File: src/vca_pkg.sv
// shared constants, codes and types of the voice channel allocator
// no dependencies; used by every module of the block
package vca_pkg;

    localparam int VOICE_SLOTS      = 64;
    localparam int FIRST_SLOT_INDEX = 4;

    localparam int SLOT_W = (VOICE_SLOTS > 1) ? $clog2(VOICE_SLOTS) : 1;
    localparam int CNT_W  = $clog2(VOICE_SLOTS + 1);

    localparam int OP_W     = 2;
    localparam int OWNER_W  = 16;
    localparam int CHAN_W   = 8;
    localparam int LEN_W    = 24;
    localparam int TIME_W   = 30;
    localparam int IDX_W    = 9;
    localparam int VIEW_W   = 15;
    localparam int STATUS_W = 2;
    localparam int END_W    = 31;
    localparam int LIFE_W   = 32;

    localparam logic [LIFE_W-1:0] LIFE_START = 32'h7fff_ffff;
    localparam logic [CHAN_W-1:0] CHAN_ANY   = '1;
    localparam logic [CHAN_W-1:0] CHAN_FREE  = '0;

    localparam logic [OP_W-1:0] OP_START    = 2'd0;
    localparam logic [OP_W-1:0] OP_STOP_OWN = 2'd1;
    localparam logic [OP_W-1:0] OP_STOP_IDX = 2'd2;
    localparam logic [OP_W-1:0] OP_STOP_ALL = 2'd3;

    localparam logic [STATUS_W-1:0] STATUS_DONE     = 2'd0;
    localparam logic [STATUS_W-1:0] STATUS_NO_SLOT  = 2'd1;
    localparam logic [STATUS_W-1:0] STATUS_NO_MATCH = 2'd2;

    typedef struct packed {
        logic               busy;
        logic [OWNER_W-1:0] owner;
        logic [CHAN_W-1:0]  chan;
        logic               loops;
        logic [END_W-1:0]   end_time;
    } slot_entry_t;

    typedef struct packed {
        logic clear;
        logic eval;
        logic start_mode;
    } scan_ctl_t;

    typedef struct packed {
        logic              hit;
        logic              found;
        logic [SLOT_W-1:0] pick;
    } scan_res_t;

endpackage

File: src/vca_scan_unit.sv
// shared compare unit: tests one slot per cycle for a key match and tracks
// the shortest remaining life seen so far; uses vca_pkg
module vca_scan_unit (
    input  logic                         clk,
    input  logic                         rst_n,
    input  vca_pkg::scan_ctl_t           ctl,
    input  logic [vca_pkg::OWNER_W-1:0]  req_owner,
    input  logic [vca_pkg::CHAN_W-1:0]   req_chan,
    input  logic [vca_pkg::TIME_W-1:0]   req_time,
    input  logic [vca_pkg::VIEW_W-1:0]   viewer,
    input  vca_pkg::slot_entry_t         entry,
    input  logic [vca_pkg::SLOT_W-1:0]   slot,
    output vca_pkg::scan_res_t           res
);

    logic signed [vca_pkg::LIFE_W-1:0]  best_reg;
    logic signed [vca_pkg::LIFE_W-1:0]  best_next;
    logic signed [vca_pkg::LIFE_W-1:0]  life;
    logic                               found_reg;
    logic                               found_next;
    logic [vca_pkg::SLOT_W-1:0]         pick_reg;
    logic [vca_pkg::SLOT_W-1:0]         pick_next;
    logic [vca_pkg::OWNER_W-1:0]        view_owner;
    logic                               own_match;
    logic                               key_hit;
    logic                               skip;
    logic                               better;

    always_comb
    begin
        view_owner = {1'b0, viewer};
        own_match  = (entry.owner == req_owner);
        if (!ctl.start_mode)
        begin
            key_hit = own_match && (entry.chan == req_chan);
        end
        else if (req_chan != vca_pkg::CHAN_FREE)
        begin
            key_hit = own_match && ((entry.chan == req_chan) || (req_chan == vca_pkg::CHAN_ANY));
        end
        else
        begin
            key_hit = !entry.busy;
        end

        // busy looped voices are protected, and so are the viewer's busy voices unless the viewer itself asks
        skip = entry.busy && (entry.loops ||
               ((entry.owner == view_owner) && (req_owner != view_owner)));
        life = $signed(vca_pkg::LIFE_W'({1'b0, entry.end_time}) -
                       vca_pkg::LIFE_W'({2'b00, req_time}));
        better = ctl.eval && ctl.start_mode && !skip && (life < best_reg);

        res.hit   = ctl.eval && key_hit;
        res.found = found_reg || better;
        res.pick  = better ? slot : pick_reg;

        best_next  = best_reg;
        found_next = found_reg;
        pick_next  = pick_reg;
        if (ctl.clear)
        begin
            best_next  = $signed(vca_pkg::LIFE_START);
            found_next = 1'b0;
            pick_next  = '0;
        end
        else if (better)
        begin
            best_next  = life;
            found_next = 1'b1;
            pick_next  = slot;
        end
    end

    always_ff @(posedge clk or negedge rst_n)
    begin
        if (!rst_n)
        begin
            best_reg  <= $signed(vca_pkg::LIFE_START);
            found_reg <= 1'b0;
            pick_reg  <= '0;
        end
        else
        begin
            best_reg  <= best_next;
            found_reg <= found_next;
            pick_reg  <= pick_next;
        end
    end

endmodule

File: config.mk
export PLATFORM = sky130hd
export DESIGN_NAME = vca_scan_unit
export DESIGN_NICKNAME = d
export VERILOG_FILES = /design/src/vca_pkg.sv /design/src/vca_scan_unit.sv
export SDC_FILE = /design/constraint.sdc
export NUM_CORES = 1
export LEC_CHECK = 0
export ABC_AREA = 1
export BUFFER_PORTS_ARGS = -buffer_cell sky130_fd_sc_hd__buf_2
export CAP_MARGIN = 20
export CORE_MARGIN = 4
export CORE_UTILIZATION = 25
export DETAILED_ROUTE_END_ITERATION = 10
export PLACE_DENSITY_LB_ADDON = 0.12
export SLEW_MARGIN = 20
export SYNTH_ARGS = -nofsm -noshare
export SYNTH_HDL_FRONTEND = slang
export SYNTH_SLANG_ARGS = --single-unit
File: constraint.sdc
create_clock -name clk -period 8.8 [get_ports clk]
set_clock_uncertainty 0.15 [all_clocks]
set_input_delay 0.44 -clock clk [delete_from_list [all_inputs] [get_ports clk]]
set_output_delay 0.44 -clock clk [all_outputs]
set_load 0.005 [all_outputs]
=== Word-level counts from Yosys, hierarchy flattened ===
Cells that the tools add are included.

* Flip-flop bits (word level): 39
* Input port bits: 137
* Output and inout bits: 8
* Word-level logic and storage cells: 33

* Add/subtract/negate cells: 1
* $lt $le $gt $ge: 1
* Equality and inequality tests: 5
* Multiplexer cells: 8
* Reductions and logical operators: 15

{| class="wikitable"
|+ Operator list
! cell !! number
|-
| $mux W32 || 2
|-
| $lt A32 B32 Y1 || 1
|-
| $sub A31 B30 Y32 || 1
|-
| $eq A16 B15 Y1 || 1
|-
| $eq A16 B16 Y1 || 1
|-
| $ne A16 B15 Y1 || 1
|-
| $mux W6 || 2
|-
| $eq A8 B8 Y1 || 1
|-
| $eq A8 B8 Y1 const B || 1
|-
| $logic_and A1 B1 Y1 || 8
|-
| $reduce_bool A8 Y1 || 1
|-
| $mux W1 || 4
|-
| $logic_or A1 B1 Y1 || 3
|-
| $logic_not A1 Y1 || 2
|-
| $reduce_bool A2 Y1 || 1
|}

=== Logic depth before layout (Yosys ltp) ===
* Word-level depth: 9
* Depth in mapped cells: 28
* Mapped depth without buffers: 27

=== Least setup slack after synthesis ===
No wires, ideal clock.

* Path kind: input port to output port
* Start: input port entry[0] (netlist bit)
* End: output port res[0] (netlist bit)
* Arrival: 3.183 ns
* Required time: 8.210 ns
* Setup slack: 5.027 ns
* Stages: 25
* Path buffers: 1
* Cells stage by stage: inv_1 -> ha_1 -> inv_1 -> fa_1 -> nand2_1 -> o21ai_2 -> a21boi_2 -> o21ai_0 -> nand2_1 -> nand2_1 -> xor2_1 -> inv_1 -> ha_1 -> nand2_1 -> o21a_1 -> a21oi_1 -> nor2_1 -> nand2_1 -> nand2_1 -> nand2_2 -> nand2_4 -> buf_6 -> nand2_2 -> nand2_2 -> inv_1

{| class="wikitable"
|+ RTL lines
! element !! RTL line !! source
|-
| from (decl) || vca_scan_unit.sv:11 || <nowiki>input vca_pkg::slot_entry_t entry,</nowiki>
|-
| to (decl) || vca_scan_unit.sv:13 || <nowiki>output vca_pkg::scan_res_t res</nowiki>
|}

==> reports/metrics.cfg <==
[cts]
cts_resized=0
cts_tree=yes
ctsRootBufferMaster=clkbuf_16
clk_pin_slew_ns=0.06
clk_path_buf_depth=2
cts-htree-levels=2
cts_setup_buffers=0
cts_buffers=5
numClockSinks=39
clk_latency_ns=0.29
hold_buffers=0

[detailed_routing]
drcViolationCount=0
vias=5858
wl_per_cell_um=13.0
firstDrtPassIters=4
wl_um=17300
drt_iter0_drc=241
viasPerCell=4.41
ant_nets=0

[yosys]
yosysTopAreaCell=nand2_1
synth_top_cell_area_share_pct=16.8
postSynthCellCount=909
yosysWarningCount=0
synth-async-reset-ratio_pct=100
seq_area_frac_synth_pct=18.2
syn_area_per_cell_um2=6.14
ys_seq_elements=39
synth-edff-count=0
synthFlopType=dfstp_2
synth_fp_nets=1108
synth_most_common_cell=nand2_1
synth_common_cells=nand2_1, inv_1, nor2_1, nand3_1, ha_1
synthTopCellsByArea=nand2_1, dfstp_2, ha_1
synth_area_um2=5580
ys_types=34

[timing]
timing.slew.headroom_pct=38.6
tightest_slew_ns=0.921
setup_viol=0
rsz0062_at_grt=no
drv_slew=0
timing.fmax_ghz=0.203
hold_viol=0
period_minus_slack_ns=4.92
fin_tns_setup_ns=0
fin_crit_sh_pct=55.9

[cells_and_area]
syn2layout_area_growth_pct=20.7
nFillCells=2498
largest_reg_flops=32
fin_nets=1246
drive_gt1_share_pct=20.8
antenna_cells=0

[critical_path]
end_kind=primary output
reg2regPathDepth=16
critPathKind=in2out
startpoint_type=input port
critPathArrivalTime_ns=4.33
worstPathMaxFanout=41
worstReg2RegStart=best_reg[9]
reg2reg_setup_slack_ns=5.84
r2r_end=best_reg[28]
required_ns=8.21

[pwr]
ir_drop_mv=0.0796
power.density_nw_per_um2=130
finalPower_uw=874
p_leak_nw=3.74

[global_routing]
antenna_found_initial=0
overflow=0
grt_pass1_wl_um=28100
grt_pass1_vias=5761
grt_max_degree=42
grtUsageTotal_pct=13.8

[min_path]
min_path_type=in2async

[die]
coreArea_um2=21900
ioPinCount=145
start_util_pct=25.5
fp.dieW_um=157
rows=54
die_y_um=157
fp.dieArea_um2=24800

[run_status]
status=finished clean

[placement]
io_buffers=144
place_congestion=0.856
place_hpwl_um=14500

[run]
cap_violations=0

==> report_power, final <==
group,switching (mW),internal [mW]
sequential,0.0135,0.225
clock,0.0754,0.134
combinational,0.260,0.166
total,0.348,0.525
==> kinds of logic after synthesis <==
family / Yosys count / share of synthesized area (%)
fa+ha+maj: 62 / 14.0
xor+xnor: 51 / 8.00
buf+inv: 172 / 12.2
flops: 39 / 18.2
compound gates: 113 / 11.2
simple gates: 472 / 36.4
==> cell type report <==
type	instances	area, um^2	share of cell area (%)
sequential	39	1010	15.1
inverter	158	593	8.81
clock buffer	7	133	1.97
clock inverter	1	30.0	0.446
tap	280	350	5.20
multi-input combinational	698	3890	57.7
timing repair buffer	145	728	10.8
==> how the worst max path moves through the flow <==
stage | start | end | slack (ns) | cells past startpoint
after floorplan | entry[0] | res[0] | 5.03 | 25
after global routing | req_time[0] | res[3] | 3.31 | 27
after detailed placement | req_time[0] | res[0] | 3.73 | 25
final | req_time[0] | res[5] | 3.88 | 25
after CTS | req_time[0] | res[0] | 3.73 | 25
after global placement | req_time[0] | res[3] | 3.79 | 25
==> per-stage QoR <==
step	utilization (%)	cell area, um^2	setup slack (ns)	std cells	hold WS (ns)
after floorplan	-	5580	5.03	909	-0.00559
after global placement	30.0	6570	3.79	1320	0.327
after detailed placement	30.0	6570	3.73	1320	0.327
after CTS	30.8	6740	3.73	1328	0.193
after global routing	30.8	6740	3.31	1328	0.227
final	30.8	6740	3.88	1328	0.147
==> metal layers <==
layer  wire length, um  vias up  GRT usage (%)
met5                 0        -              0
met4               263        0           3.11
met3               900       16           1.10
met2              7350      154           22.4
met1              8770     2522           19.9
li1                  -     3166              -
==> cell usage in the layout, fill, tap and decap left out, types with 6 or more instances in the layout <==
master	instances
nand2_1	250
inv_1	157
buf_2	144
nor2_1	80
nand3_1	73
ha_1	61
a21oi_1	57
o21ai_0	39
dfstp_2	31
xnor2_1	29
xor2_1	22
nand4_1	20
nor3_1	13
nand2_2	13
or2_2	10
dfrtp_1	8
nor2_2	6
==> worst max-delay path, cell delays in order <==
cell and delay, ns:
buf_2 0.10, ha_1 0.20, inv_1 0.16, fa_1 0.25, nand2_1 0.09, o21ai_2 0.20
a21boi_2 0.12, o21ai_0 0.42, nand2_1 0.09, nand2_1 0.09, xor2_1 0.28, inv_1 0.08
ha_1 0.28, nand2_1 0.06, nor2_1 0.18, nand4_1 0.10, nor2_1 0.09, nand2_1 0.08
nand3_1 0.09, nand2_2 0.14, nand2_4 0.44, nand2_2 0.09, nand2_2 0.10, inv_1 0.04
buf_2 0.12
Power figures use the tool's default switching activity.
