==> src/vca_pkg.sv <==
// shared constants, codes and types of the voice channel allocator
// no dependencies; used by every module of the block
package vca_pkg;

    localparam int VOICE_SLOTS      = 64;
    localparam int FIRST_SLOT_INDEX = 4;

    localparam int SLOT_W = (VOICE_SLOTS > 1) ? $clog2(VOICE_SLOTS) : 1;
    localparam int CNT_W  = $clog2(VOICE_SLOTS + 1);

    localparam int OP_W     = 2;
    localparam int OWNER_W  = 16;
    localparam int CHAN_W   = 8;
    localparam int LEN_W    = 24;
    localparam int TIME_W   = 30;
    localparam int IDX_W    = 9;
    localparam int VIEW_W   = 15;
    localparam int STATUS_W = 2;
    localparam int END_W    = 31;
    localparam int LIFE_W   = 32;

    localparam logic [LIFE_W-1:0] LIFE_START = 32'h7fff_ffff;
    localparam logic [CHAN_W-1:0] CHAN_ANY   = '1;
    localparam logic [CHAN_W-1:0] CHAN_FREE  = '0;

    localparam logic [OP_W-1:0] OP_START    = 2'd0;
    localparam logic [OP_W-1:0] OP_STOP_OWN = 2'd1;
    localparam logic [OP_W-1:0] OP_STOP_IDX = 2'd2;
    localparam logic [OP_W-1:0] OP_STOP_ALL = 2'd3;

    localparam logic [STATUS_W-1:0] STATUS_DONE     = 2'd0;
    localparam logic [STATUS_W-1:0] STATUS_NO_SLOT  = 2'd1;
    localparam logic [STATUS_W-1:0] STATUS_NO_MATCH = 2'd2;

    typedef struct packed {
        logic               busy;
        logic [OWNER_W-1:0] owner;
        logic [CHAN_W-1:0]  chan;
        logic               loops;
        logic [END_W-1:0]   end_time;
    } slot_entry_t;

    typedef struct packed {
        logic clear;
        logic eval;
        logic start_mode;
    } scan_ctl_t;

    typedef struct packed {
        logic              hit;
        logic              found;
        logic [SLOT_W-1:0] pick;
    } scan_res_t;

endpackage

==> src/vca_slot_mem.sv <==
// voice slot table: one write port, one registered read port
// entries never written since reset or clear-all read as zero; uses vca_pkg
module vca_slot_mem (
    input  logic                        clk,
    input  logic                        rst_n,
    input  logic                        clear_all,
    input  logic                        rd_en,
    input  logic [vca_pkg::SLOT_W-1:0]  rd_addr,
    output vca_pkg::slot_entry_t        rd_data,
    input  logic                        wr_en,
    input  logic [vca_pkg::SLOT_W-1:0]  wr_addr,
    input  vca_pkg::slot_entry_t        wr_data
);

    vca_pkg::slot_entry_t                mem [vca_pkg::VOICE_SLOTS];
    vca_pkg::slot_entry_t                rd_q_reg;
    logic [vca_pkg::VOICE_SLOTS-1:0]     valid_reg;
    logic                                rd_valid_reg;

    always_ff @(posedge clk)
    begin
        if (wr_en)
        begin
            mem[wr_addr] <= wr_data;
        end
        if (rd_en)
        begin
            rd_q_reg <= mem[rd_addr];
        end
    end

    // per-entry valid bits stand in for clearing the array
    always_ff @(posedge clk or negedge rst_n)
    begin
        if (!rst_n)
        begin
            valid_reg    <= '0;
            rd_valid_reg <= 1'b0;
        end
        else
        begin
            if (clear_all)
            begin
                valid_reg <= '0;
            end
            else if (wr_en)
            begin
                valid_reg[wr_addr] <= 1'b1;
            end
            if (rd_en)
            begin
                rd_valid_reg <= valid_reg[rd_addr];
            end
        end
    end

    assign rd_data = rd_valid_reg ? rd_q_reg : '0;

endmodule

==> config.mk <==
export PLATFORM = sky130hd
export DESIGN_NAME = vca_slot_mem
export DESIGN_NICKNAME = d
export VERILOG_FILES = /design/src/vca_pkg.sv /design/src/vca_slot_mem.sv
export SDC_FILE = /design/constraint.sdc
export NUM_CORES = 2
export LEC_CHECK = 0
export BUFFER_PORTS_ARGS = -buffer_cell sky130_fd_sc_hd__buf_2
export CELL_PAD_IN_SITES_DETAIL_PLACEMENT = 1
export CELL_PAD_IN_SITES_GLOBAL_PLACEMENT = 1
export CORE_AREA = 2 2 538 540
export CTS_CLUSTER_DIAMETER = 60
export DETAILED_ROUTE_END_ITERATION = 10
export DIE_AREA = 0 0 540 542
export PLACE_DENSITY = 0.75
export SETUP_SLACK_MARGIN = 0.05
export SLEW_MARGIN = 20
export SYNTH_ARGS = -nofsm -noshare
export SYNTH_HDL_FRONTEND = slang
export SYNTH_SLANG_ARGS = --single-unit
==> constraint.sdc <==
create_clock -name clk -period 3.15 [get_ports clk]
set_input_delay 0.315 -clock clk [delete_from_list [all_inputs] [get_ports clk]]
set_output_delay 0.315 -clock clk [all_outputs]
set_load 0.03 [all_outputs]
After elaboration in Yosys (flattened, before gate mapping)
Memory sizes are Yosys's and may differ from the RTL's. A register that Yosys moved wholly into a read port is not among the register bits.
Cells that the tools add are included.
{"block": "totals", "reg_bits": 65, "word_cells": 18, "output_inout_bits": 57, "in_bits": 74, "mem_count": 1, "latch_bits": 0, "ram_bits": 3648, "mem_bits_ro": 0}
{"memory": "mem", "words": 64, "width": 57, "rd": 1, "rd_clocked_by_memory_dff": 1, "wr": 1, "line": "vca_slot_mem.sv:15", "rtl": "vca_pkg::slot_entry_t mem [vca_pkg::VOICE_SLOTS];"}
{"block": "op_classes", "n_addsub": 0, "eq_ne": 0, "n_mul": 0, "shift": 0, "n_div": 0, "bitwise_logic": 1, "reduce_logical": 2, "muxes": 9, "n_lt_le_gt_ge": 3}
{"operator": "$mux 64", "count": 2}
{"operator": "$or 64x64->64", "count": 1}
{"operator": "$mux 57", "count": 1}
{"operator": "$lt 6x7->1 const B", "count": 2}
{"operator": "$bmux 1 s6", "count": 1}
{"operator": "$demux 1 s6", "count": 1}
{"operator": "$ge 6x1->1 const B", "count": 1}
{"operator": "$mux 1", "count": 4}
{"operator": "$reduce_bool 2->1", "count": 1}
{"operator": "$logic_and 1x1->1", "count": 1}

Longest topological paths before layout
{"block": "logic_depth", "ltp_word": 7, "depth_mapped": 10, "mapped_depth_nobuf": 5}

Least setup slack after synthesis
OpenSTA, ideal clock, no wires.
{"block": "synth_timing", "path_type": "input port to flip-flop", "start": "in wr_addr[5] in the netlist's numbering", "end": "mem mem[48][0] in the netlist's numbering, enable pin", "setup_slack_ps": -3876, "setup_ps": 616, "t_arrival_ps": 6410, "path_stages": 4, "n_path_buf": 1, "t_required_ps": 2534, "cell_sequence": "clkbuf_1 -> nand3_1 -> or2_2 -> nor4_1"}
{"element": "from (decl)", "line": "vca_slot_mem.sv:11", "rtl": "input logic [vca_pkg::SLOT_W-1:0] wr_addr,"}
{"element": "to (decl)", "line": "vca_slot_mem.sv:15"}
No word-level cell before the write port.

==> out/metrics.cfg <==
[synthesis]
synth_edf_count=3705
synth_area_sq_mm=0.143
ys.flop_type=edfxtp_1
post-synth-top-area-cell=edfxtp_1
ys_warn_count=0
ys_types=34
synth.cells.most_frequent=edfxtp_1 (3,705), mux4_2 (1,132), nor2_1 (212), clkbuf_1 (139), buf_2 (112)
synth_top_area_share=0.778
syn_area_per_cell_sq_um=24.8
synth_seq_area_share=0.789
syn_inst=5777
synth_most_common_cell=edfxtp_1
ys_ff_latch=3770
syn_nets=5851
synth_area_leaders=edfxtp_1 (78%), mux4_2 (18%), dfrtp_1 (1.1%)
async_flop_share=0.0172

[worst_setup_path]
worstPathMaxFanout=19
cp_slowest_cell=dfrtp_4
crit_chain=buf_4 > and2_1 > buf_2
cp_data_arrival_time_ps=2570
required_ps=2830
reg2regPathDepth=6
max_stage_delay_ps=770
crit_family=flip-flops
rrSetupSlack_ps=760
r2r-start=mem[47][1]$_DFFE_PP_
endpoint_kind=primary output
setup.worst_path.start_class=flop
path_class=reg2out
critPathBufInv=2
r2r_end=rd_q_reg[1]$_DFFE_PP_

[routing]
drt-met1-wl_um=149000
first_pass_iters=5
wl_per_cell_um=41.0
wl_um=429000
drc_errors=0
met2WireLength_um=211000
drt_iter0_markers=10800
post_drt_via_cell_ratio=6.76
wl_met3_um=46200
routed.top_layer=met5
num_vias=70800
ant_nets=0

[floorplanning]
die_h_um=542
dieWidth_um=540
rows=197
initial_core_util=0.499
die_area_sq_mm=0.293
io_pins=131
core_region_area_sq_mm=0.287

[finish]
largest_reg_flops=3648
fill_cells=23400
fin_nets=6431
drive_above_1_share=0.338
fin_area_sq_mm=0.165
final_util=0.576
syn2layout_area_growth_pct=15.5

[timing]
skew_ps=73.7
drv_slew=0
period_minus_slack_ps=2890
finalCritPeriodShare=0.917
setup_viol=0
finalHoldViolCount=0
maxSlewHeadroom=0.212
rsz0062_at_grt=false
tightest_slew_ps=1180
fmax_mhz=346

[min_path]
hold_path_end=mem[20][27]$_DFFE_PP_
whs_path_depth=1
hold_path.class=in2reg
min_from=wr_data[27]

[power_and_ir_drop]
finalPower_mw=106
ir_drop_uv=479
internal_power_mw=83.2
pwr-share-seq=0.524
powerDensity_mw_per_mm2=644
p_switching_mw=23.2
clkPwrFrac=0.427
swShare=0.218
p_leak_nw=52.0
combPwrFrac=0.049

[clock_tree]
cts_resized=0
clkTransAtPathRegs_ps=60
post_cts_buffers=0
clock_path_buffers=4
cts_root_buffer=clkbuf_16
hold_buffers=12
clk_latency_ps=970
cts.htree.levels=5
cts_buffers=377
tritoncts=yes
cts_sinks=3770

[grt]
grt_use_total=0.294
grt_max_degree=68
grt_pass1_vias=73700
globalRoute.totalOverflow=0
antenna_found_initial=35
grt_first_pass_wirelength_um=595000

[placement]
dp_hpwl_um=224000
portBuffers=130
place_area_sq_mm=0.152
gp_congestion=0.796

[outcome]
status=finished, final reports clean

[run]
drv_cap=0

==> per-layer routing <==
metal / GRT usage / vias up
li1: - / 26200
met1: 0.382 / 38300
met2: 0.485 / 5141
met3: 0.0573 / 1106
met4: 0.135 / 26
met5: 0 / -
==> cells by family after synthesis <==
family	synth area share
flops	0.789
compound gates	0.00709
buf+inv	0.0101
simple gates	0.0112
mux	0.182
==> metrics by stage <==
step,instances,setup TNS (ps),hold slack (ps),setup WS (ps)
after floorplan,5777,-2845490,19.4,-914
after global placement,9733,-51.1,473,-51.1
after detailed placement,9735,-29.4,296,-29.4
after CTS,10400,0,1.29,223
after global routing,10500,0,106,182
final,10500,0,59.3,260
==> power by group through the flow <==
| stage | clock (mW) | sequential [mW] | combinational (mW) |
|---|---|---|---|
| final | 45.4 | 55.8 | 5.19 |
| after global routing | 47.4 | 55.8 | 5.44 |
| after CTS | 45.8 | 55.8 | 5.17 |
| after detailed placement | 0 | 56.9 | 5.10 |
| after global placement | 0 | 56.8 | 4.91 |
| after floorplan | 0 | 56.7 | 2.92 |
==> worst register-to-register path, delay by kind of cell, from the launching register on <==
family                 cells  cell delay (ps)
AND/OR/NAND/NOR            1               60
buffers and inverters      2              360
multiplexers               2             1000
flip-flops                 1              420
AO/OA/AOI/OAI              1              310
==> cell type report <==
| type | count | area, sq um | area share |
|---|---|---|---|
| clock inverters | 247 | 2620 | 0.0158 |
| multi-input cells | 1698 | 29200 | 0.177 |
| diodes | 14 | 35.0 | 0.000212 |
| clock buffers | 448 | 9800 | 0.0593 |
| flip-flops and latches | 3770 | 113000 | 0.683 |
| repair buffers | 508 | 5890 | 0.0356 |
| well taps | 3781 | 4730 | 0.0286 |
| inverters | 2 | 7.51 | 0.0000454 |
==> worst max-delay path by stage <==
stage,start,end,slack (ps),cells after the start
after floorplan,wr_addr[3],mem[10][0]$_DFFE_PP_,-910,4
after global placement,rd_addr[0],rd_q_reg[42]$_DFFE_PP_,-50,7
after detailed placement,rd_addr[0],rd_q_reg[42]$_DFFE_PP_,-30,7
after CTS,rd_valid_reg$_DFFE_PN0P_,rd_data[15],220,3
after global routing,rd_valid_reg$_DFFE_PN0P_,rd_data[15],180,3
final,rd_valid_reg$_DFFE_PN0P_,rd_data[15],260,3
==> cells in the final DEF, fill, tap and decap left out, types with 3 or more instances in the layout <==
master / Yosys / final
clkinv_16: 0 / 11
mux4_2: 1132 / 1132
nor2b_1: 8 / 6
nor2_4: 0 / 60
buf_2: 112 / 121
dfrtp_1: 65 / 64
dlygate4sd3_1: 0 / 20
nor2_1: 212 / 151
nand3_1: 11 / 11
buf_12: 0 / 184
edfxtp_1: 3705 / 3705
mux2_2: 10 / 10
o22ai_1: 16 / 16
inv_16: 0 / 6
and2_1: 60 / 59
clkinv_1: 0 / 80
nor3_4: 0 / 4
bufinv_16: 0 / 37
clkbuf_8: 0 / 6
mux2i_1: 49 / 49
a22oi_1: 90 / 90
clkbuf_16: 0 / 379
clkinv_2: 0 / 76
buf_4: 23 / 180
nand2b_1: 6 / 6
nand2_1: 56 / 56
clkbuf_1: 139 / 63
inv_6: 0 / 7
a31oi_1: 4 / 4
a211oi_1: 13 / 13
buf_8: 0 / 3
clkinvlp_4: 0 / 13
diode_2: 0 / 14
clkinv_8: 0 / 9
clkinv_4: 0 / 7
a21oi_1: 14 / 14
No activity file was read; power rests on OpenSTA's default activity.
